**src/hdl/pwct_pkg.sv**
```systemverilog
`timescale 1ns / 1ps
`default_nettype none
// ----------------------------------------------------------------------------
// pwct_pkg
// Shared types and constants for the pulse-width code transmitter: field
// widths, register indexes, line phase codes and default timing parameters.
// ----------------------------------------------------------------------------
package pwct_pkg;

  // payload and register widths
  localparam int unsigned CodeWordW = 24;
  localparam int unsigned RepeatW   = 8;
  localparam int unsigned CfgIdxW   = 3;
  localparam int unsigned CfgDataW  = 16;
  localparam int unsigned TimeW     = 16;
  localparam int unsigned CountW    = 18;
  // wide enough for every signed interval sum before saturation
  localparam int unsigned CalcW     = 20;

  // default parameter values
  localparam int unsigned DefCodeBits      = 24;
  localparam int unsigned DefPulseExt      = 24;
  localparam int unsigned DefLatencyTicks  = 12;

  // item kinds
  typedef enum logic {
    KIND_TICK  = 1'b0,
    KIND_START = 1'b1
  } kind_e;

  // configuration register indexes
  typedef enum logic [CfgIdxW-1:0] {
    REG_START_HIGH = 3'd0,
    REG_START_LOW  = 3'd1,
    REG_ONE_HIGH   = 3'd2,
    REG_ZERO_HIGH  = 3'd3,
    REG_BIT_PERIOD = 3'd4,
    REG_GAP_TIME   = 3'd5,
    REG_INVERT     = 3'd6
  } reg_idx_e;

  // line phases, one-hot
  typedef enum logic [4:0] {
    PH_IDLE       = 5'b00001,
    PH_START_HIGH = 5'b00010,
    PH_START_LOW  = 5'b00100,
    PH_DATA_HIGH  = 5'b01000,
    PH_DATA_LOW   = 5'b10000
  } phase_e;

endpackage

`default_nettype wire

```
**src/hdl/pulse_width_code_transmitter_top.sv**
```systemverilog
`timescale 1ns / 1ps
`default_nettype none
// ----------------------------------------------------------------------------
// pulse_width_code_transmitter_top
// Sends a remote-switch code as on-off pulse-width keying. Each tick beat
// counts down the current line interval; a start beat loads a code word and
// a packet count when the transmitter is idle.
// ----------------------------------------------------------------------------
//  channel | direction | handshake               | payload
//  in      | input     | in_valid_i / in_ready_o | kind_i, code_word_i, repeat_count_i
//  out     | output    | out_valid_o/out_ready_i | line_level_o, line_driven_o,
//          |           |                         | busy_res_o, done_res_o
//  cfg     | input     | cfg_we_i                | cfg_idx_i, cfg_wdata_i
//
//  one beat in, one beat out; the result is registered and shows in the cycle
//  after the input beat is taken; a new beat is taken every cycle unless a result waits
//  the interval counter, phase and bit counter update in a single pass
//  between the state registers and the result register
//  in_ready_o is high while the result register is empty or being emptied
//  reset returns to idle with the line released and the counters and config at zero
// ----------------------------------------------------------------------------
module pulse_width_code_transmitter_top #(
  parameter int unsigned CODE_BITS       = pwct_pkg::DefCodeBits,
  parameter int unsigned PULSE_EXTENSION = pwct_pkg::DefPulseExt,
  parameter int unsigned LATENCY_TICKS   = pwct_pkg::DefLatencyTicks
) (
  input  wire logic                             clk_i,
  input  wire logic                             rst_ni,
  // configuration write port
  input  wire logic                             cfg_we_i,
  input  wire logic [pwct_pkg::CfgIdxW-1:0]     cfg_idx_i,
  input  wire logic [pwct_pkg::CfgDataW-1:0]    cfg_wdata_i,
  // input beats
  input  wire logic                             in_valid_i,
  output logic                                  in_ready_o,
  input  wire logic                             kind_i,
  input  wire logic [pwct_pkg::CodeWordW-1:0]   code_word_i,
  input  wire logic [pwct_pkg::RepeatW-1:0]     repeat_count_i,
  // result beats
  output logic                                  out_valid_o,
  input  wire logic                             out_ready_i,
  output logic                                  line_level_o,
  output logic                                  line_driven_o,
  output logic                                  busy_res_o,
  output logic                                  done_res_o
);

  localparam int unsigned BitsW  = $clog2(CODE_BITS + 1);
  localparam int unsigned CalcW  = pwct_pkg::CalcW;
  localparam int unsigned CountW = pwct_pkg::CountW;
  localparam int unsigned TimeW  = pwct_pkg::TimeW;
  localparam logic signed [CalcW-1:0] HighAdj =
    CalcW'(PULSE_EXTENSION) - CalcW'(LATENCY_TICKS);
  localparam logic signed [CalcW-1:0] LowAdj =
    CalcW'(PULSE_EXTENSION) + CalcW'(LATENCY_TICKS);
  localparam logic [BitsW-1:0] CodeBitsV = BitsW'(CODE_BITS);

  // configuration registers
  logic [TimeW-1:0] start_high_q, start_low_q, one_high_q, zero_high_q;
  logic [TimeW-1:0] bit_period_q, gap_time_q;
  logic             invert_q;

  // transmitter state
  pwct_pkg::phase_e                 phase_q, phase_d;
  logic [pwct_pkg::CodeWordW-1:0]   shift_q, shift_d;
  logic [BitsW-1:0]                 bits_q, bits_d;
  logic [pwct_pkg::RepeatW-1:0]     packets_q, packets_d;
  logic [CountW-1:0]                cnt_q, cnt_d;
  logic signed [CountW-1:0]         pend_q, pend_d;
  logic                             drive_q, drive_d;

  // result register
  logic out_valid_q;
  logic level_q, driven_q, busy_q, done_q;
  logic done_d;

  // helper signals
  logic                      accept;
  logic                      is_idle;
  logic [CountW-1:0]         cnt_dec;
  logic [BitsW-1:0]          bits_eff;
  logic [5:0]                bit_idx;
  logic                      code_bit;
  logic                      data_go;
  logic [TimeW-1:0]          hi_time;
  logic signed [CalcW-1:0]   hi_n;
  logic [CountW-1:0]         hi_cnt;
  logic signed [CalcW-1:0]   hi_pend;
  logic signed [CalcW-1:0]   lo_time;
  logic signed [CalcW-1:0]   lo_n;
  logic [CountW-1:0]         lo_cnt;
  logic [pwct_pkg::RepeatW-1:0] packets_dec;
  logic                      level_d;

  assign accept     = in_valid_i && in_ready_o;
  assign in_ready_o = !out_valid_q || out_ready_i;
  assign is_idle    = (phase_q == pwct_pkg::PH_IDLE);

  // configuration writes
  always_ff @(posedge clk_i or negedge rst_ni) begin
    if (!rst_ni) begin
      start_high_q <= '0;
      start_low_q  <= '0;
      one_high_q   <= '0;
      zero_high_q  <= '0;
      bit_period_q <= '0;
      gap_time_q   <= '0;
      invert_q     <= 1'b0;
    end else if (cfg_we_i) begin
      case (cfg_idx_i)
        pwct_pkg::REG_START_HIGH: start_high_q <= cfg_wdata_i;
        pwct_pkg::REG_START_LOW:  start_low_q  <= cfg_wdata_i;
        pwct_pkg::REG_ONE_HIGH:   one_high_q   <= cfg_wdata_i;
        pwct_pkg::REG_ZERO_HIGH:  zero_high_q  <= cfg_wdata_i;
        pwct_pkg::REG_BIT_PERIOD: bit_period_q <= cfg_wdata_i;
        pwct_pkg::REG_GAP_TIME:   gap_time_q   <= cfg_wdata_i;
        pwct_pkg::REG_INVERT:     invert_q     <= cfg_wdata_i[0];
        default: ;
      endcase
    end
  end

  // counter step and current code bit
  assign cnt_dec  = (cnt_q == '0) ? '0 : cnt_q - CountW'(1);
  assign bits_eff = (phase_q == pwct_pkg::PH_START_LOW) ? CodeBitsV : bits_q;
  assign bit_idx  = 6'(bits_eff) - 6'd1;
  assign code_bit = (bit_idx < 6'(pwct_pkg::CodeWordW)) ? shift_q[bit_idx[4:0]] : 1'b0;
  // a data bit follows a start low or a data low while bits remain
  assign data_go  = !is_idle && (bits_eff != '0);

  // high interval: data bit time or start high time
  assign hi_time = (kind_i == pwct_pkg::KIND_TICK && data_go)
                 ? (code_bit ? one_high_q : zero_high_q) : start_high_q;
  assign hi_n    = $signed(CalcW'(hi_time)) + HighAdj;
  assign hi_cnt  = (hi_n < CalcW'(1)) ? CountW'(1) : hi_n[CountW-1:0];
  assign hi_pend = $signed(CalcW'(bit_period_q)) - $signed(CalcW'(hi_time))
                 + ((kind_i == pwct_pkg::KIND_TICK && bits_eff == BitsW'(1))
                    ? $signed(CalcW'(gap_time_q)) : CalcW'(0));

  // low interval: start low time or pending data low time
  assign lo_time = (phase_q == pwct_pkg::PH_START_HIGH)
                 ? $signed(CalcW'(start_low_q)) : CalcW'(pend_q);
  assign lo_n    = lo_time - LowAdj;
  assign lo_cnt  = (lo_n < CalcW'(1)) ? CountW'(1) : lo_n[CountW-1:0];

  assign packets_dec = packets_q - pwct_pkg::RepeatW'(1);

  // next state for one beat
  always_comb begin
    phase_d   = phase_q;
    shift_d   = shift_q;
    bits_d    = bits_q;
    packets_d = packets_q;
    cnt_d     = cnt_q;
    pend_d    = pend_q;
    drive_d   = drive_q;
    done_d    = 1'b0;
    if (accept) begin
      if (kind_i == pwct_pkg::KIND_START) begin
        if (is_idle) begin
          shift_d   = code_word_i;
          packets_d = repeat_count_i;
          bits_d    = '0;
          drive_d   = 1'b1;
          phase_d   = pwct_pkg::PH_START_HIGH;
          cnt_d     = hi_cnt;
          pend_d    = hi_pend[CountW-1:0];
        end
      end else if (!is_idle) begin
        cnt_d = cnt_dec;
        if (cnt_dec == '0) begin
          case (phase_q)
            pwct_pkg::PH_START_HIGH: begin
              phase_d = pwct_pkg::PH_START_LOW;
              cnt_d   = lo_cnt;
            end
            pwct_pkg::PH_DATA_HIGH: begin
              phase_d = pwct_pkg::PH_DATA_LOW;
              cnt_d   = lo_cnt;
            end
            default: begin
              if (data_go) begin
                phase_d = pwct_pkg::PH_DATA_HIGH;
                cnt_d   = hi_cnt;
                pend_d  = hi_pend[CountW-1:0];
                bits_d  = bits_eff - BitsW'(1);
              end else begin
                packets_d = packets_dec;
                if (packets_dec != '0) begin
                  phase_d = pwct_pkg::PH_START_HIGH;
                  cnt_d   = hi_cnt;
                  pend_d  = hi_pend[CountW-1:0];
                end else begin
                  phase_d = pwct_pkg::PH_IDLE;
                  drive_d = 1'b0;
                  cnt_d   = '0;
                  done_d  = 1'b1;
                end
              end
            end
          endcase
        end
      end
    end
  end

  assign level_d = (phase_d == pwct_pkg::PH_START_HIGH)
                || (phase_d == pwct_pkg::PH_DATA_HIGH);

  // state registers
  always_ff @(posedge clk_i or negedge rst_ni) begin
    if (!rst_ni) begin
      phase_q   <= pwct_pkg::PH_IDLE;
      shift_q   <= '0;
      bits_q    <= '0;
      packets_q <= '0;
      cnt_q     <= '0;
      pend_q    <= '0;
      drive_q   <= 1'b0;
    end else begin
      phase_q   <= phase_d;
      shift_q   <= shift_d;
      bits_q    <= bits_d;
      packets_q <= packets_d;
      cnt_q     <= cnt_d;
      pend_q    <= pend_d;
      drive_q   <= drive_d;
    end
  end

  // result valid
  always_ff @(posedge clk_i or negedge rst_ni) begin
    if (!rst_ni) begin
      out_valid_q <= 1'b0;
    end else if (accept) begin
      out_valid_q <= 1'b1;
    end else if (out_ready_i) begin
      out_valid_q <= 1'b0;
    end
  end

  // result payload
  always_ff @(posedge clk_i) begin
    if (accept) begin
      level_q  <= level_d ^ invert_q;
      driven_q <= drive_d;
      busy_q   <= (phase_d != pwct_pkg::PH_IDLE);
      done_q   <= done_d;
    end
  end

  assign out_valid_o   = out_valid_q;
  assign line_level_o  = level_q;
  assign line_driven_o = driven_q;
  assign busy_res_o    = busy_q;
  assign done_res_o    = done_q;

  // idle means released line and a cleared counter
  a_idle_released: assert property (@(posedge clk_i) disable iff (!rst_ni)
    (phase_q == pwct_pkg::PH_IDLE) |-> (!drive_q && cnt_q == '0))
    else $error("idle with driver enabled or counter running");

  // an active interval always has ticks left
  a_active_count: assert property (@(posedge clk_i) disable iff (!rst_ni)
    (phase_q != pwct_pkg::PH_IDLE) |-> (cnt_q != '0 && drive_q))
    else $error("active phase with empty interval counter");

  // a done beat reports the finished, released line
  a_done_idle: assert property (@(posedge clk_i) disable iff (!rst_ni)
    (out_valid_q && done_q) |-> (!busy_q && !driven_q))
    else $error("done reported while still busy");

  // bit counter never exceeds the code length
  a_bits_range: assert property (@(posedge clk_i) disable iff (!rst_ni)
    bits_q <= CodeBitsV)
    else $error("bit counter out of range");

  // a start taken while idle opens a start pulse
  a_start_high: assert property (@(posedge clk_i) disable iff (!rst_ni)
    (accept && kind_i == pwct_pkg::KIND_START && phase_q == pwct_pkg::PH_IDLE)
    |=> (phase_q == pwct_pkg::PH_START_HIGH))
    else $error("start beat did not open a start pulse");

endmodule

`default_nettype wire
```
**config.mk**
```make
export PLATFORM = sky130hd
export DESIGN_NAME = pulse_width_code_transmitter_top
export DESIGN_NICKNAME = d
export VERILOG_FILES = /design/src/hdl/pwct_pkg.sv /design/src/hdl/pulse_width_code_transmitter_top.sv
export SDC_FILE = /design/constraint.sdc
export NUM_CORES = 1
export LEC_CHECK = 0
export BUFFER_PORTS_ARGS = -buffer_cell sky130_fd_sc_hd__buf_2
export CAP_MARGIN = 15
export CORE_ASPECT_RATIO = 0.9
export CORE_MARGIN = 2
export CORE_UTILIZATION = 42
export CTS_CLUSTER_DIAMETER = 50
export DETAILED_ROUTE_END_ITERATION = 8
export PLACE_DENSITY = 0.65
export REMOVE_ABC_BUFFERS = 1
export SYNTH_ARGS = -nofsm -noshare
export SYNTH_HDL_FRONTEND = slang
export SYNTH_SLANG_ARGS = --single-unit
export TNS_END_PERCENT = 30
```
**constraint.sdc**
```tcl
create_clock -name clk_i -period 9 [get_ports clk_i]
set_input_delay 0 -clock clk_i [delete_from_list [all_inputs] [get_ports clk_i]]
set_output_delay 0 -clock clk_i [all_outputs]
set_load 0.01 [all_outputs]
```
Yosys cells after proc, flatten, opt, wreduce, memory -nomap -nowiden
Index checks and enable logic that the tools add are counted.
Cells by class
  bitwise logic cells: 3
  order comparisons: 4
  reduce and logical (&&, ||, !) cells: 31
  equal/unequal tests: 18
  muxes and demuxes: 56
  $add $sub $neg: 8
Operators with widths (number)
  18-bit two-way mux: 14
  5-bit two-way mux: 12
  17-bit two-way mux: 3
  16-bit two-way mux: 3
  8-bit two-way mux: 6
  18-bit zero test: 2
  20-bit by 2-bit less-than comparator with 1-bit output, second input constant: 1
  20-bit two-way mux: 1
  20-bit by 7-bit subtractor with 20-bit output, second input constant: 1
  17-bit by 17-bit adder with 18-bit output: 1
  6-bit AND reduction: 3
  18-bit by 1-bit subtractor with 18-bit output, second input constant: 1
  16-bit by 4-bit adder with 17-bit output, second input constant: 1
  17-bit by 1-bit less-than comparator with 1-bit output, second input constant: 1
  16-bit by 16-bit subtractor with 17-bit output: 1
  2-bit AND reduction: 7
  1-bit two-way mux: 13
  5-bit by 1-bit == test with 1-bit output, second input constant: 2
  5-bit by 2-bit == test with 1-bit output, second input constant: 2
  5-bit by 4-bit == test with 1-bit output, second input constant: 2
  5-bit one-hot mux with 2 select lines: 1
  3-bit == test, second input constant: 3
  8-bit nonzero test: 1
  8-bit by 1-bit subtractor with 8-bit output, second input constant: 1
  other kinds (25): 37
Word-level totals
  register bits after elaboration: 181
  input bits: 57
  output and inout port bits: 6

Longest topological paths before layout
Gate-level depths: netlist of run 1.
  word-level depth: 17
  depth in mapped cells: 37

Worst setup path before layout of run 1
No wires, ideal clock.
  kind: register to register
  start point: reg phase_q[0]
  end point: reg pend_q[16]
  slack: 2.360 ns
  setup time: 0.135 ns
  data required time: 8.865 ns
  arrival: 6.505 ns
  cell stages (with the launch flop): 37
  path through: dfstp_2 buf_4 nor2_1 a21boi_4 ha_1 buf_2 buf_2 nor2_1 a211oi_1 o21ai_0 mux2i_1 nand2b_1 nand3_4 buf_12 mux2i_1 o21ai_0 ha_1 inv_1 fa_1 a21oi_1 o311ai_0 a31oi_1 nor2_1 xor2_1 ha_1 inv_1 o21bai_1 a21oi_1 o21bai_1 a21oi_1 o21ai_0 o41ai_1 o21ai_0 a21o_1 a21oi_1 xnor2_1 o21ai_0
On the way
  longest elaborated chain between the ends: 16
  elaborated cells on any way between the ends: 34
  classes of those cells: add/sub (3); order compare (1); eq/ne (8); mux (14); reduce/logical (8)
RTL lines
  start: declaration: RTL line pulse_width_code_transmitter_top.sv:64  | pwct_pkg::phase_e phase_q, phase_d;
  start signal: assignment: RTL line pulse_width_code_transmitter_top.sv:213  | phase_q <= pwct_pkg::PH_IDLE;
  start signal: assignment: RTL line pulse_width_code_transmitter_top.sv:221  | phase_q <= phase_d;
  5-bit by 3-bit == test with 1-bit output: RTL line pulse_width_code_transmitter_top.sv:125  | assign bits_eff = (phase_q == pwct_pkg::PH_START_LOW) ? CodeBitsV : bits_q;
  5-bit two-way mux: RTL line pulse_width_code_transmitter_top.sv:125
  5-bit by 1-bit subtractor with 6-bit output: RTL line pulse_width_code_transmitter_top.sv:126  | assign bit_idx = 6'(bits_eff) - 6'd1;
  1-bit binary-select mux with 5-bit select: RTL line pulse_width_code_transmitter_top.sv:127  | assign code_bit = (bit_idx < 6'(pwct_pkg::CodeWordW)) ? shift_q[bit_idx[4:0]] : 1'b0;
  1-bit two-way mux (not written as such): RTL line pulse_width_code_transmitter_top.sv:127
  1-bit two-way mux: RTL line pulse_width_code_transmitter_top.sv:127
  16-bit two-way mux (2 in series): RTL line pulse_width_code_transmitter_top.sv:133  | ? (code_bit ? one_high_q : zero_high_q) : start_high_q;
  16-bit by 16-bit subtractor with 17-bit output: RTL line pulse_width_code_transmitter_top.sv:136  | assign hi_pend = $signed(CalcW'(bit_period_q)) - $signed(CalcW'(hi_time))
  17-bit by 17-bit adder with 18-bit output: RTL line pulse_width_code_transmitter_top.sv:137  | + ((kind_i == pwct_pkg::KIND_TICK && bits_eff == BitsW'(1))
  18-bit two-way mux: RTL line pulse_width_code_transmitter_top.sv:189  | if (packets_dec != '0) begin
  18-bit two-way mux: RTL line pulse_width_code_transmitter_top.sv:182  | if (data_go) begin
  18-bit two-way mux: RTL line pulse_width_code_transmitter_top.sv:172  | case (phase_q)
  18-bit two-way mux: RTL line pulse_width_code_transmitter_top.sv:171  | if (cnt_dec == '0) begin
  18-bit two-way mux: RTL line pulse_width_code_transmitter_top.sv:169  | end else if (!is_idle) begin
  18-bit two-way mux: RTL line pulse_width_code_transmitter_top.sv:159  | if (kind_i == pwct_pkg::KIND_START) begin
  end signal: assignment: RTL line pulse_width_code_transmitter_top.sv:226  | pend_q <= pend_d;
  end: declaration: RTL line pulse_width_code_transmitter_top.sv:69  | logic signed [CountW-1:0] pend_q, pend_d;
Parallel ways exist; a longest one is shown, timed or not. The select of a mux whose other input is x is not followed.
A chain may end at the register's enable or synchronous reset.

Worst setup path in the final report of run 1
  start point: reg phase_q[1]
  end point: reg pend_q[16]
The elaborated chain is that of the path after synthesis.

==> results of run 1 <==
[kinds of logic (layout without fill, tap and decap cells)]
| group | count (synthesis) | count (layout) | share of synthesized area [%] |
|---|---|---|---|
| AOI/OAI and AO/OA | 257 | 257 | 14.9 |
| xor gates and xnor gates | 74 | 74 | 5.85 |
| adders and majority gates | 41 | 41 | 4.63 |
| buffers and inverters | 78 | 194 | 2.80 |
| DFF | 181 | 181 | 39.9 |
| muxes | 164 | 164 | 16.0 |
| and+or+nand+nor | 351 | 351 | 15.9 |
[registers in the layout, summed over array words and instances (netlist names), 5 cells and up]
register,flops
gap_time_q,16
bits_q,5
bit_period_q,16
phase_q,5
start_high_q,16
packets_q,8
one_high_q,16
shift_q,24
zero_high_q,16
cnt_q,18
pend_q,18
start_low_q,16
[area by class of cell]
class,instances,area (um2),share of cell area [%]
clock inverters,13,144,1.09
clock buffers,18,439,3.32
repair buffers,130,970,7.33
inverters,33,124,0.936
multi-input cells,887,6560,49.6
well taps,354,443,3.35
flip-flops and latches,181,4550,34.4
[worst reg2reg max path: cells and delay by family, from the launching register on]
family,cells,cell delay (ns)
compound gates,17,3.65
simple gates,5,1.25
xor+xnor,2,0.28
fa+ha+maj,4,1.76
buf+inv,2,0.17
flops,1,0.48
mux,1,0.21
[power breakdown]
group | switching, mW | internal, mW
Clock | 0.345 | 0.420
Combinational | 1.29 | 0.982
Sequential | 0.206 | 1.00
[routing by layer]
layer | GRT usage [%] | vias up | part of all wire (%)
li1 | - | 4416 | -
met2 | 32.4 | 264 | 44
met4 | 5.66 | 0 | 1.9
met1 | 32.1 | 4529 | 48
met5 | 0 | - | 0
met3 | 3.55 | 30 | 5.9
[cell usage in the layout (no fill, tap or decap), types with 31 or more instances in the layout]
master / n
dfrtp_1: 176
mux2_2: 128
nand2_1: 96
nor2_1: 73
a21oi_1: 64
buf_2: 61
o21ai_0: 58
dlygate4sd3_1: 54
xnor2_1: 48
nor3_1: 40
ha_1: 39
mux2i_1: 34
inv_1: 31
[stage by stage]
stage | setup slack (ns) | cell area, um2 | hold slack, ns | power (mW)
2_1_floorplan | 2.33 | 11200 | -0.296 | 2.89
3_3_place_gp | 1.42 | 12100 | 0.214 | 3.41
3_5_place_dp | 1.29 | 12100 | 0.204 | 3.44
4_1_cts | 1.21 | 13200 | 0.0219 | 4.24
5_1_grt | 0.564 | 13200 | 0.0467 | 4.57
6_report | 1.10 | 13200 | 0.0322 | 4.24
[path summary, 6_finish.rpt]
path | startpoint | end | slack [ns] | depth (start not counted)
worst min register to register | gap_time_q[2]$_DFFE_PN0P_ | gap_time_q[2]$_DFFE_PN0P_ | 0.50 | 1
min in group asynchronous | rst_ni | zero_high_q[13]$_DFFE_PN0P_ | 0.23 | 2
worst max-delay path | phase_q[1]$_DFF_PN0_ | pend_q[16]$_DFFE_PN0P_ | 1.10 | 31
worst min-delay path | cfg_idx_i[0] | invert_q$_DFFE_PN0P_ | 0.03 | 3
max in group asynchronous | rst_ni | bit_period_q[5]$_DFFE_PN0P_ | 7.27 | 3
worst max register to register | phase_q[1]$_DFF_PN0_ | pend_q[16]$_DFFE_PN0P_ | 1.10 | 31
[synthesized netlist by cell type (4+ instances only)]
cell type  instances
o21ai_0           58
o22ai_1            8
buf_2              5
and2_1            24
dfrtp_1          176
nand4b_1           6
nand2b_1           8
edfxtp_1           4
mux2i_1           34
a31oi_1            6
o31a_1             4
and3_1             4
nor2_1            75
xnor2_1           48
nand4_1            7
or3_1             12
a21oi_1           64
xor2_1            25
o41ai_1            4
clkbuf_1          36
a221oi_1           5
or2_2              5
nand2_1           96
nand3_1           18
o21a_1             7
o31ai_1           14
o21bai_1          12
nor4_1            12
a21o_1            14
inv_1             31
mux2_2           128
nor3b_1            8
nand3b_1           6
a22oi_1            7
or4_1              7
a211oi_1           7
nor3_1            42
o21ai_1            6
ha_1              39
o221ai_1           6
nor2b_1            5
==> metrics.csv, run 1 <==
metric,value,unit
Sink Count,181,
Placed Cells,1530,
top_reg_cell synth,dfrtp_1,
initial DRC count,844,
CTS Hold Bufs,54,
CP Class,reg -> reg,
Buffers on Ports,62,
post-DP HPWL,21500,um
io pins,63,
chip width,178,um
PostCTS Resize Cnt,0,
Mapped Area,11400,um2
layout overhead on the synthesized area,16.0,%
cell row count,57,
fin. max-slew vios,0,
Final period util,87.8,%
cell family with most CP delay,compound AO/OA/AOI/OAI gates,
Initial Util,42.5,%
status,finished clean,
antenna diode count,0,
die height,160,um
clock latency on the worst-skew pair,0.44,ns
Max VDD drop,0.000170,V
TritonCTS Buffers,17,
startpoint types,flop,
Worst Skew,0.0115,ns
DR pass1 iterations,6,
die area,28500,um2
worst min path class,in -> reg,
worst path required time,9.31,ns
Avg WL per Cell,18.5,um
TNS Setup,0,ns
final worst path period need,7.90,ns
Synth Area per Inst,9.95,um2
post-route insts no fill,1616,
initial antenna violation count,0,
Max-Cap Viols,0,
Least-Margin Pin Slew,1.09,ns
Yosys reg bits,181,
final-report hold violation count,0,
"EDFF count, synth",4,
# fillers,2528,
CTS Buffer Depth,2,
"top cells by area, synth","dfrtp_1 (39%), mux2_2 (13%), ha_1 (4.3%)",
Post-Route WL,29800,um
post-synth top area share,38.6,%
asr flop ratio synth,97.8,%
WP buf/inv,2,
nets,1348,
clk root buf,clkbuf_16,
via count,9239,
most frequent CP cell,a21oi_1,
Critical Path End Type,flop,
Synth cell types,85,
relative slew slack,27.3,%
Crit path largest cell delay,0.81,ns
register area share after synthesis,39.9,%
routability cong.,0.865,
CP Max Fanout,20,
pwr dens,321,nW/um2
first-pass GRT wire length,48400,um
largest net degree at the start of global routing,107,
H-tree depth,4,
setup bufs post-CTS,0,
core area,26800,um2
Leakage,5.63,nW
gr ovfl total,0,
post-synth top area cell,dfrtp_1,
gr usage total,21.5,%
Post-Syn Instances,1146,
post-DR vias/cell,5.72,
final setup fails,0,
share of layout cells above drive strength 1,21.4,%
RSZ-0062 raised after global routing,false,
DR DRC count,0,
Crit path arrival time,8.21,ns
Util after Layout,49.3,%
CTS tree,done,
Clock transition at path regs,0.07,ns
critical path's slowest cell,ha_1,
number of global-route vias before repair,8952,
ANT nets after route,0,
Ys Warns,0,
Fmax achieved,127,MHz
(Power assumes the default switching activity.)
==> run 2, diff against run 1 <==
SETUP_SLACK_MARGIN = 0.2   (was unset)
TNS_END_PERCENT = 20   (was 30)
clock period = 9.3 ns   (was 9 ns; I/O delays follow)
==> run 2 against run 1 <==
Against the previous run: design area is 0.17% higher; die area stayed put; clock-buffer cell count is 2 higher; hold slack better by 0.022 ns; routed wire length hardly changed; cell count hardly changed; register-to-register slack better by 0.42 ns; global-route usage is 0.077 points higher; total power is 2.8% lower; clock skew hardly changed; critical path depth stayed put; critical path type unchanged; critical endpoint unchanged; largest power group unchanged.
==> metrics.csv, run 2 (same netlist as run 1, synthesis figures left out) <==
metric,value,unit,change
status,finished clean,,
layout overhead on the synthesized area,16.2,%,
clk root buf,clkbuf_16,,
most frequent cells in the layout,"dfrtp_1 (176), mux2_2 (128), nand2_1 (96)",,
startpoint types,flop,,
RSZ-0062 raised after global routing,false,,
TNS Setup,0,ns,unchanged
Least-Margin Pin Slew,1.10,ns,+0.0116 ns
Leakage,5.64,nW,+0.18%
DR pass1 iterations,5,,-1
via count,9281,,+0.45%
post-DR vias/cell,5.74,,+0.39%
length of routed wiring on met1,14600,um,+1.7%
worst min path class,in -> reg,,
DR top layer,met4,,
Max-Cap Viols,0,,unchanged
Buffers on Ports,62,,unchanged
post-place setup slack,1.61,ns,+0.322 ns
Post-Route WL,29800,um,about the same
Worst Skew,0.0115,ns,+0.0000756 ns
met2 WL,13200,um,+0.79%
CP Class,reg -> reg,,
final-report hold violation count,0,,unchanged
ANT nets after route,0,,unchanged
Util after Layout,49.4,%,+0.084 points
CP Max Fanout,20,,unchanged
gr usage total,21.6,%,+0.077 points
metal3 WL,1540,um,-12%
antenna diode count,0,,unchanged
Top reg by flops,shift_q,,
Final period util,83.7,%,-4.1 points
number of global-route vias before repair,8971,,+0.21%
share of layout cells above drive strength 1,21.5,%,+0.062 points
largest net degree at the start of global routing,107,,unchanged
CTS Buffer Depth,2,,unchanged
max FFs per register,24,,unchanged
initial DRC count,755,,-11%
relative slew slack,26.5,%,-0.78 points
Crit path arrival time,8.09,ns,-0.12 ns
post-DP HPWL,21600,um,+0.19%
clock latency on the worst-skew pair,0.44,ns,about the same
fin area,13300,um2,+0.17%
core area,26800,um2,unchanged
setup bufs post-CTS,0,,unchanged
io pins,63,,unchanged
Initial Util,42.5,%,unchanged
TritonCTS Buffers,17,,unchanged
Crit path largest cell delay,0.81,ns,about the same
final worst path period need,7.78,ns,-0.118 ns
Fmax achieved,129,MHz,+1.5%
gr ovfl total,0,,unchanged
Placed Area,12100,um2,unchanged
Largest regs,"shift_q (24), cnt_q (18), pend_q (18)",,
Sink Count,181,,unchanged
cell row count,57,,unchanged
die height,160,um,unchanged
DR DRC count,0,,unchanged
CTS tree,done,,
worst path required time,9.61,ns,+0.30 ns
Avg WL per Cell,18.4,um,about the same
first-pass GRT wire length,48800,um,+0.75%
"most common cell after layout, fill and taps aside",dfrtp_1,,
nets,1348,,unchanged
die area,28500,um2,unchanged
fin. max-slew vios,0,,unchanged
Max VDD drop,0.000152,V,-11%
H-tree depth,4,,unchanged
Critical Path End Type,flop,,
final setup fails,0,,unchanged
Clock transition at path regs,0.07,ns,about the same
chip width,178,um,unchanged
final worst slack,1.52,ns,+0.418 ns
power consumption,4.13,mW,-2.8%
critical path's slowest cell,ha_1,,
initial antenna violation count,0,,unchanged
routability cong.,0.865,,about the same
pwr dens,311,nW/um2,-2.9%
[run 2: cell count changes in the layout (fill, tap and decap cells not counted)]
cell / previous run / this run
inv_6: 6 / 5
clkinv_2: 3 / 2
clkinv_4: 1 / 2
clkbuf_8: 1 / 3
[run 2: power by group]
group	switching (mW)	internal, mW
Clock	0.334	0.422
Sequential	0.198	0.968
Combinational	1.25	0.951
Total	1.79	2.34
[run 2: cell type report]
class	count	area [um2]
flip-flops and latches	181	4550
repair buffers	130	970
inverters	33	124
fillers	2528	13600
well taps	354	443
clock buffers	20	467
multi-input cells	887	6560
clock inverters	12	139
[run 2: critical path, delay by kind of cell (launching register included)]
family,cells,cell delay [ns]
buffers and inverters,2,0.16
adder cells (fa/ha/maj),4,1.78
multiplexers,3,0.85
XOR/XNOR,2,0.28
AO/OA/AOI/OAI,16,3.02
AND/OR/NAND/NOR,4,1.07
flip-flops,1,0.49
[run 2: final timing paths]
path | from | end | slack (ns) | cells past startpoint
min in group asynchronous | rst_ni | one_high_q[15]$_DFFE_PN0P_ | 0.26 | 2
worst max register to register | phase_q[1]$_DFF_PN0_ | pend_q[16]$_DFFE_PN0P_ | 1.52 | 31
max in group asynchronous | rst_ni | shift_q[5]$_DFFE_PN0P_ | 7.54 | 3
worst min-delay path | cfg_idx_i[0] | invert_q$_DFFE_PN0P_ | 0.05 | 3
worst max-delay path | phase_q[1]$_DFF_PN0_ | pend_q[16]$_DFFE_PN0P_ | 1.52 | 31
worst min register to register | gap_time_q[5]$_DFFE_PN0P_ | gap_time_q[5]$_DFFE_PN0P_ | 0.50 | 1
[run 2: stage by stage]
step | instances | hold slack (ns)
after floorplan | 1101 | -0.296
after global placement | 1530 | 0.214
after detailed placement | 1530 | 0.204
after CTS | 1616 | 0.0341
after global routing | 1617 | 0.0656
final | 1617 | 0.0545
[run 2: routing by layer]
metal / vias to the layer above / GRT usage [%]
met3: 22 / 2.86
met5: - / 0
met4: 0 / 5.70
li1: 4413 / -
met1: 4595 / 32.4
met2: 251 / 32.9
[run 2: what timing repair did]
item	in CTS	in global routing
endpoints found under the hold margin	234	0
setup endpoints to repair	0	0
hold buffers	54	0
resized for setup	0	0
==> run 3, diff against run 2 <==
clock period = 7.48 ns   (was 9.3 ns; I/O delays follow)
==> run 3 against run 2 <==
Against the previous run: sequential cell count is the same; clock power is 18% higher; routed wire length is 1.9% higher; critical path depth grew 2; fmax is 14% higher; non-clock buffer count increased by 12; worst setup slack got worse by 0.87 ns; first-iteration DRC count shrank 1.3%; die area stayed put; combinational power increased by 30%; largest cell class unchanged.
==> metrics.csv, run 3 (same netlist as run 1, synthesis figures left out) <==
metric,value,unit,change
via count,9339,,+0.62%
core area,26800,um2,unchanged
cell row count,57,,unchanged
routability cong.,0.884,,+2.1%
Critical Path End Type,flop,,
initial DRC count,745,,-1.3%
Top reg by flops,shift_q,,
io pins,63,,unchanged
most frequent cells in the layout,"dfrtp_1 (175), mux2_2 (128), nand2_1 (94)",,
worst path required time,7.77,ns,-1.84 ns
ANT nets after route,0,,unchanged
TritonCTS Buffers,17,,unchanged
most frequent CP cell,a21oi_1,,
post-DP HPWL,22100,um,+2.3%
# fillers,2539,,+0.44%
max FFs per register,24,,unchanged
Placed Area,12200,um2,+0.56%
number of global-route vias before repair,9024,,+0.59%
largest net degree at the start of global routing,66,,-38%
clock latency on the worst-skew pair,0.44,ns,about the same
Sw Share,44.3,%,+1.1 points
RSZ-0062 raised after global routing,false,,
Util after Layout,50.0,%,+0.55 points
Leakage,5.71,nW,+1.2%
Multi-input gate area,6650,um2,+1.4%
CTS Buffer Depth,2,,unchanged
Sw Pwr,2.31,mW,+29%
Hold Crit Start,kind_i,,
cell family with most CP delay,compound AO/OA/AOI/OAI gates,,
Int Power,2.89,mW,+24%
Placed Cells,1538,,+0.52%
RR Startpoint,phase_q[4]$_DFF_PN0_,,
DR pass1 iterations,6,,+1
final setup fails,0,,unchanged
die area,28500,um2,unchanged
WP buf/inv,4,,+2
clk root buf,clkbuf_16,,
initial antenna violation count,1,,+1
Clk pwr share,17.2,%,-1.1 points
register area,4550,um2,about the same
Avg WL per Cell,18.7,um,+1.1%
status,finished clean,,
Flop pwr share,27.8,%,-0.5 points
chip width,178,um,unchanged
Largest regs,"shift_q (24), cnt_q (18), pend_q (18)",,
Buffers on Ports,62,,unchanged
post-DR vias/cell,5.73,,-0.18%
length of routed wiring on met1,14500,um,-0.85%
Max VDD drop,0.000223,V,+46%
gr ovfl total,0,,unchanged
met2 WL,13300,um,+0.80%
post-place setup slack,0.132,ns,-1.48 ns
final-report hold violation count,0,,unchanged
Gate power share,55.0,%,+1.6 points
Hold Worst Slack,0.0106,ns,-0.0439 ns
Initial Util,42.5,%,unchanged
reg2reg setup slack,0.65,ns,-0.87 ns
fin. max-slew vios,0,,unchanged
Crit path largest cell delay,0.46,ns,-0.35 ns
worst min path class,in -> reg,,
Worst Skew,0.0106,ns,-0.000925 ns
Critical Path Stages,33,,+6.5%
power consumption,5.20,mW,+26%
relative slew slack,29.4,%,+2.9 points
post-route insts no fill,1630,,+0.80%
metal3 WL,1970,um,+28%
pwr dens,388,nW/um2,+25%
die height,160,um,unchanged
CTS tree,done,,
Fmax achieved,146,MHz,+14%
startpoint types,flop,,
Final period util,91.3,%,+7.6 points
CP Class,reg -> reg,,
final worst slack,0.651,ns,-0.868 ns
Max-Cap Viols,0,,unchanged
fin area,13400,um2,+1.1%
Post-Route WL,30400,um,+1.9%
DR top layer,met5,,
DR DRC count,0,,unchanged
H-tree depth,4,,unchanged
WHS Endpoint,packets_q[4]$_DFFE_PN0P_,,
CP Max Fanout,11,,-45%
share of layout cells above drive strength 1,23.1,%,+1.6 points
cells on worst reg2reg path,33,,+6.5%
critical path's slowest cell,dfrtp_2,,
hold path depth,3,,unchanged
Sink Count,181,,unchanged
FF-to-FF End,pend_q[16]$_DFFE_PN0P_,,
Least-Margin Pin Slew,1.06,ns,-0.0427 ns
TNS Setup,0,ns,unchanged
nets,1360,,+0.89%
Crit path arrival time,7.12,ns,-0.97 ns
first-pass GRT wire length,48500,um,-0.66%
Clock transition at path regs,0.08,ns,about the same
"most common cell after layout, fill and taps aside",dfrtp_1,,
gr usage total,21.6,%,about the same
layout overhead on the synthesized area,17.5,%,
final worst path period need,6.83,ns,-0.952 ns
==> run 3: cell count changes in the layout (fill, tap and decap cells not counted), moves of 3 or more <==
| cell | before | now |
|---|---|---|
| clkbuf_8 | 3 | 0 |
| o21ai_0 | 58 | 55 |
| buf_4 | 13 | 23 |
| inv_8 | 0 | 5 |
==> run 3: layout make-up <==
class / instances / share of cell area (%)
multi-input cells: 887 / 49.7
flip-flops and latches: 181 / 34.0
repair buffers: 142 / 7.95
well taps: 354 / 3.31
clock buffers: 17 / 3.17
clock inverters: 15 / 1.01
inverters: 33 / 0.924
diodes: 1 / 0.0187
==> run 3: how the worst max path moves through the flow <==
stage	start	endpoint	slack, ns
global placement	phase_q[3]$_DFF_PN0_	pend_q[16]$_DFFE_PN0P_	0.34
detailed placement	phase_q[4]$_DFF_PN0_	pend_q[16]$_DFFE_PN0P_	0.13
CTS	phase_q[3]$_DFF_PN0_	pend_q[17]$_DFFE_PN0P_	0.24
floorplan	phase_q[1]$_DFF_PN0_	pend_q[16]$_DFFE_PN0P_	0.81
global route	phase_q[4]$_DFF_PN0_	pend_q[16]$_DFFE_PN0P_	0.18
finish	phase_q[4]$_DFF_PN0_	pend_q[16]$_DFFE_PN0P_	0.65
==> run 3: worst register-to-register path: cells and delay by family (launching register included) <==
kind                       cells  cell delay [ns]
AOI/OAI and AO/OA             17             3.12
adders and majority gates      4             1.25
and+or+nand+nor                5             0.92
DFF                            1             0.46
muxes                          1             0.14
xor gates and xnor gates       2             0.29
buffers and inverters          4             0.50
==> run 3: per-layer routing <==
layer,global-route usage [%],vias up
met5,0,-
met4,6.30,2
met3,4.33,46
met2,32.4,277
met1,31.6,4577
li1,-,4437
==> run 3: timing repair <==
| action | 4_1_cts | 5_1_grt |
|---|---|---|
| pin swaps | 0 | 5 |
| setup endpoints to repair | 2 | 6 |
| hold endpoints to repair | 187 | 0 |
| hold buffers | 56 | 0 |
| setup buffers | 0 | 3 |
| resized for setup | 3 | 19 |
==> run 3: power groups by stage <==
stage                     clock network (mW)  logic (mW)  registers (mW)
after global routing                   0.944        3.14            1.48
after CTS                              0.908        2.76            1.44
after detailed placement                   0        2.70            1.46
after floorplan                            0        2.10            1.38
after global placement                     0        2.68            1.45
final                                  0.893        2.86            1.45
